### src/hdl/tcw_pkg.sv
package tcw_pkg;

  localparam int COLS = 80;
  localparam int ROWS = 25;
  localparam int CELL_COUNT = COLS * ROWS;

  localparam int COL_W  = $clog2(COLS);
  localparam int ROW_W  = $clog2(ROWS);
  localparam int ADDR_W = $clog2(CELL_COUNT);

  localparam int BYTE_W      = 8;
  localparam int CELL_W      = 2 * BYTE_W;
  localparam int FIELD_COL_W = 7;
  localparam int FIELD_ROW_W = 5;

  localparam logic [BYTE_W-1:0] NEWLINE_CHAR      = 8'd10;
  localparam logic [BYTE_W-1:0] DEFAULT_ATTR_RST  = 8'd15;

  localparam logic FUNC_PUT  = 1'b0;
  localparam logic FUNC_READ = 1'b1;

  localparam int QUEUE_DEPTH = 2;
  localparam int QPTR_W      = $clog2(QUEUE_DEPTH);
  localparam int QCNT_W      = $clog2(QUEUE_DEPTH + 1);

  // One classified command on its way from the front to the back end.
  typedef struct packed {
    logic              is_read;
    logic              is_newline;
    logic              at_cursor;
    logic [COL_W-1:0]  col;
    logic [ROW_W-1:0]  row;
    logic [BYTE_W-1:0] ch;
    logic [BYTE_W-1:0] attr;
  } cmd_t;

endpackage

### src/hdl/tcw_queue.sv
module tcw_queue
  import tcw_pkg::*;
(
  input  logic clk,
  input  logic rst,
  input  logic push,
  input  cmd_t push_data,
  output logic full,
  input  logic pop,
  output logic not_empty,
  output cmd_t pop_data
);

  cmd_t              entries [QUEUE_DEPTH];
  logic [QPTR_W-1:0] wr_ptr;
  logic [QPTR_W-1:0] rd_ptr;
  logic [QCNT_W-1:0] count;

  assign full      = (count == QCNT_W'(QUEUE_DEPTH));
  assign not_empty = (count != '0);
  assign pop_data  = entries[rd_ptr];

  always_ff @(posedge clk) begin
    if (push) begin
      entries[wr_ptr] <= push_data;
    end
  end

  always_ff @(posedge clk) begin
    if (rst) begin
      wr_ptr <= '0;
      rd_ptr <= '0;
      count  <= '0;
    end else begin
      if (push) begin
        wr_ptr <= (wr_ptr == QPTR_W'(QUEUE_DEPTH - 1)) ? '0 : wr_ptr + 1'b1;
      end
      if (pop) begin
        rd_ptr <= (rd_ptr == QPTR_W'(QUEUE_DEPTH - 1)) ? '0 : rd_ptr + 1'b1;
      end
      if (push && !pop) begin
        count <= count + 1'b1;
      end else if (pop && !push) begin
        count <= count - 1'b1;
      end
    end
  end

endmodule

### config.mk
export PLATFORM = sky130hd
export DESIGN_NAME = tcw_queue
export DESIGN_NICKNAME = d
export VERILOG_FILES = /design/src/hdl/tcw_pkg.sv /design/src/hdl/tcw_queue.sv
export SDC_FILE = /design/constraint.sdc
export NUM_CORES = 1
export LEC_CHECK = 0
export BUFFER_PORTS_ARGS = -buffer_cell sky130_fd_sc_hd__clkbuf_2
export CORE_MARGIN = 5
export CORE_UTILIZATION = 55
export DETAILED_ROUTE_END_ITERATION = 7
export PLACE_DENSITY = 0.81
export SETUP_SLACK_MARGIN = 0.02
export SYNTH_ARGS = -nofsm -noshare
export SYNTH_HDL_FRONTEND = slang
export SYNTH_SLANG_ARGS = --single-unit
### constraint.sdc
create_clock -name clk -period 7.4 [get_ports clk]
set_clock_uncertainty 0.2 [all_clocks]
set_input_delay 2.22 -clock clk [delete_from_list [all_inputs] [get_ports clk]]
set_output_delay 2.22 -clock clk [all_outputs]
set_load 0.02 [all_outputs]
### After elaboration in Yosys (flattened, before gate mapping)

Memory sizes are Yosys's and may differ from the RTL's. A register that Yosys moved wholly into a read port is not among the register bits.
Index checks and enable logic that the tools add are counted.
W data, S select, Z words.

* bitwise logic cells: 0
* $mul: 0
* reductions and logical operators: 6
* mux-type cells: 8
* shift operators: 0
* add/sub/neg operators: 4
* div/mod/pow operators: 0
* order comparisons: 0
* equal/unequal tests: 1

Operators by type and width (number)
* $mux W1: 6
* $mux W2: 2
* $reduce_bool A2 Y1: 2
* $add A1 B1 Y1 const B: 2
* $add A2 B1 Y2 const B: 1
* $eq A2 B2 Y1 const B: 1
* $logic_and A1 B1 Y1: 2
* $logic_not A1 Y1: 2
* $sub A2 B1 Y2 const B: 1

* bits in registers: 4
* bits in latches: 0
* memories: 1
* logic and storage cells: 23
* RAM bits: 62
* bits in read-only memories: 0

Memories
* entries: words 2, bits a word 31, rd ports 1, clocked after memory_dff 1, write ports 1, line tcw_queue.sv:14 `cmd_t entries [QUEUE_DEPTH];`

### Logic depth before layout (Yosys ltp)

* depth in word-level cells: 4
* depth in mapped cells: 5
* mapped depth without buffers: 5

### Worst setup path after synthesis

Ideal clock, no wire load.

* kind: input to register
* start: input port push
* end: memory entries[0][0] in the netlist's numbering (enable)
* path slack: 3.152 ns
* arrival: 3.625 ns
* path buffers: 0
* required time: 6.777 ns
* stages on the path: 1
* cell sequence: nor2b_1

* cells in the longest elaborated chain, start to end: 2

Ends and longest elaborated chain
* from (decl): line tcw_queue.sv:6 `input logic push,`
* $mux W1: line tcw_queue.sv:24 `if (push) begin`
* $mux W1 (not written as such): line tcw_queue.sv:25 `entries[wr_ptr] <= push_data;`
* to (decl): line tcw_queue.sv:14

No other way between the ends.

==> impl_metrics.py <==
metrics = {
    "outcome": {
        "status": "finished, final reports clean",
    },
    "synthesis": {
        "synth_ff_type": "edfxtp_1",
        "yosysMostFrequentCell": "edfxtp_1",
        "synth_cells": 118,
        "synthArstFlopShare_pct": 0,
        "synth_xor_area_share_pct": 1.44,
        "synth_enable_flop_cells": 62,
        "synth_nets": 154,
        "synth_fa_ha_area_share_pct": 0.514,
        "synth-simple-area-share_pct": 2.00,
        "synth-seq-cells": 67,
        "ys_seq_area_share_pct": 80.5,
        "synth_mux_area_share_pct": 14.3,
        "synth_compound_area_share_pct": 0.411,
        "synth_top_family_by_area": "multiplexers",
        "syn-cell-area_um2": 2440,
        "synth_area_leaders": "edfxtp_1 76%, mux2_2 14%, dfxtp_1 4.1%",
        "yosysTopAreaCellShare_pct": 76.4,
        "yosys-top-cells-count": "62 x edfxtp_1, 31 x mux2_2, 5 x dfxtp_1, 4 x nor2_1, 3 x buf_2",
        "syn_area_per_cell_um2": 20.6,
        "yosys.area.top_type": "edfxtp_1",
        "synth-warning-count": 0,
        "synth_cell_types": 16,
    },
    "power_and_ir_drop": {
        "peakVddDrop_mv": 0.174,
        "p_switching_mw": 0.196,
        "p_int_mw": 0.605,
        "p_seq_share_pct": 56.2,
        "share_comb_of_total_power_pct": 13.3,
        "p_leak_nw": 1.17,
        "power_density_nw_per_um2": 267,
        "power_frac_clock_pct": 30.5,
        "sw_frac_of_total_pct": 24.5,
    },
    "placement": {
        "hpwlAfterDp_um": 2930,
        "io_buffer_count": 67,
        "gp_congestion": 0.677,
        "dpl_cell_area_um2": 2840,
    },
    "sta": {
        "slew_headroom_pct": 41.5,
        "slew_viol_final": 0,
        "max_clock_freq_mhz": 230,
        "fin_tns_setup_ns": 0,
        "setup_viol": 0,
        "period_minus_slack_ns": 4.36,
        "report.final.hold_viol_count": 0,
        "rsz0062_at_grt": "no",
        "tightest_slew_ns": 0.875,
        "fin_crit_sh_pct": 58.9,
    },
    "floorplan": {
        "die-area_um2": 5860,
        "rows": 24,
        "die_h_um": 76.6,
        "initial_core_util_pct": 56.3,
        "pin_count": 68,
        "core_um2": 4320,
        "die_w_um": 76.6,
    },
    "clock_tree": {
        "clkTransAtPathRegs_ns": 0.07,
        "clockBufferDepth": 2,
        "cts_buffers": 9,
        "post_cts_resized": 0,
        "cts_setup_buffers": 0,
        "tritoncts": "yes",
        "hold_buffers": 0,
        "clkLatencyLatePin_ns": 0.33,
        "clock-sinks": 67,
        "cts_root_buf": "clkbuf_8",
        "cts_max_level": 3,
    },
    "route": {
        "ant_nets": 0,
        "avgViaCountPerCell": 5.04,
        "drt_iter0_markers": 61,
        "routed_wl_um": 4110,
        "wire_per_inst_um": 16.3,
        "num_vias": 1271,
        "drcViolationCount": 0,
        "drt_first_pass_iters": 4,
    },
    "global_route": {
        "grt_pass1_wl_um": 6600,
        "antenna_found_initial": 0,
        "overflow": 0,
        "track_usage_pct": 14.9,
        "grt_max_degree": 32,
        "grt_pass1_vias": 1415,
    },
    "setup_path": {
        "cp_top_family": "flip-flops",
        "r2r-end": "entries[0][27]$_DFFE_PP_",
        "path_cells": "buf_4 > mux2_2 > clkbuf_2",
        "path_depth": 3,
        "endpoint": "pop_data[27]",
        "cp_max_fo": 17,
        "critPathKind": "reg -> out",
        "crit_buf_inv": 2,
        "r2r_start": "wr_ptr$_SDFFE_PP0P_",
        "arrival_ns": 1.93,
        "endpoint_kind": "output port",
        "critPathSlowestCell": "dfxtp_1",
        "r2r_cells": 1,
        "slowest_delay_ns": 0.71,
        "rrSetupSlack_ns": 5.78,
        "worstPathRequired_ns": 4.98,
        "critPathLaunchType": "flop",
    },
    "layout": {
        "antenna_cells": 0,
        "drive_gt1_share_pct": 58.5,
        "layout.nets": 231,
        "design_area_um2": 3010,
        "fin_util_pct": 69.5,
        "syn_to_final_growth_pct": 23.4,
    },
    "job": {
        "cap_violations": 0,
    },
    "hold_path": {
        "hold_class": "reg -> reg",
    },
}
-- flip-flops by register name, indices dropped and copies added, names as in the netlist, named ones only --
register and cells:
entries 62, count 2, rd_ptr 1, wr_ptr 1
-- cells by family after synthesis --
kind of cell    after synthesis
compound gates                2
xor+xnor                      4
fa+ha+maj                     1
buf+inv                       4
flops                        67
mux                          31
simple gates                  9
-- power by group through the flow --
stage               registers, mW  logic (mW)  clock network, mW
floorplan                   0.454      0.0712                  0
global placement            0.457       0.105                  0
detailed placement          0.459       0.108                  0
CTS                         0.451       0.109              0.249
global route                0.453       0.115              0.268
finish                      0.450       0.106              0.244
-- metrics by stage --
stage | instances | power, mW | hold slack (ns) | setup slack, ns
after global routing | 252 | 0.836 | 0.366 | 2.94
after floorplan | 118 | 0.525 | 0.256 | 3.15
after global placement | 236 | 0.562 | 0.272 | 3.41
after detailed placement | 236 | 0.567 | 0.305 | 3.36
after CTS | 252 | 0.808 | 0.319 | 3.00
final | 252 | 0.801 | 0.315 | 3.05
-- worst min-delay path by stage --
stage	slack (ns)	end	depth (start not counted)	from
3_3_place_gp	0.27	count[1]$_SDFFE_PP0P_	2	count[1]$_SDFFE_PP0P_
6_report	0.32	count[1]$_SDFFE_PP0P_	2	count[1]$_SDFFE_PP0P_
4_1_cts	0.32	count[1]$_SDFFE_PP0P_	2	count[1]$_SDFFE_PP0P_
5_1_grt	0.37	count[1]$_SDFFE_PP0P_	2	count[1]$_SDFFE_PP0P_
2_1_floorplan	0.26	count[1]$_SDFFE_PP0P_	2	count[1]$_SDFFE_PP0P_
3_5_place_dp	0.31	count[1]$_SDFFE_PP0P_	2	count[1]$_SDFFE_PP0P_
-- metal layers --
metal,GRT usage (%),up-vias,wire length [µm]
li1,-,607,-
met5,0,-,0
met4,8.92,0,80
met2,25.4,37,2250
met3,5.08,7,264
met1,15.7,620,1510
-- placed cells by master (no fill, tap or decap) --
cell	synthesis	final
xnor2_1	2	2
and2b_2	1	1
or3_1	1	1
nor2b_4	0	1
dfxtp_1	5	5
or2_2	1	1
nor2_1	4	4
clkbuf_8	0	9
o21ai_0	1	1
clkbuf_2	0	67
ha_1	1	1
edfxtp_1	62	62
inv_1	1	1
clkinvlp_4	0	2
and2_1	1	1
clkbuf_1	0	2
xor2_1	2	2
mux2_2	31	31
a21oi_1	1	1
clkinv_2	0	3
buf_4	0	2
-- final cells by class --
class,count,area [µm²]
Clock buffer,11,131
Timing Repair Buffer,69,350
Sequential cell,67,1960
Multi-Input combinational cell,47,463
Fill cell,300,1320
Clock inverter,5,30.0
Tap cell,52,65.1
Inverter,1,3.75
Note: power is estimated with default switching activity, not from simulation.
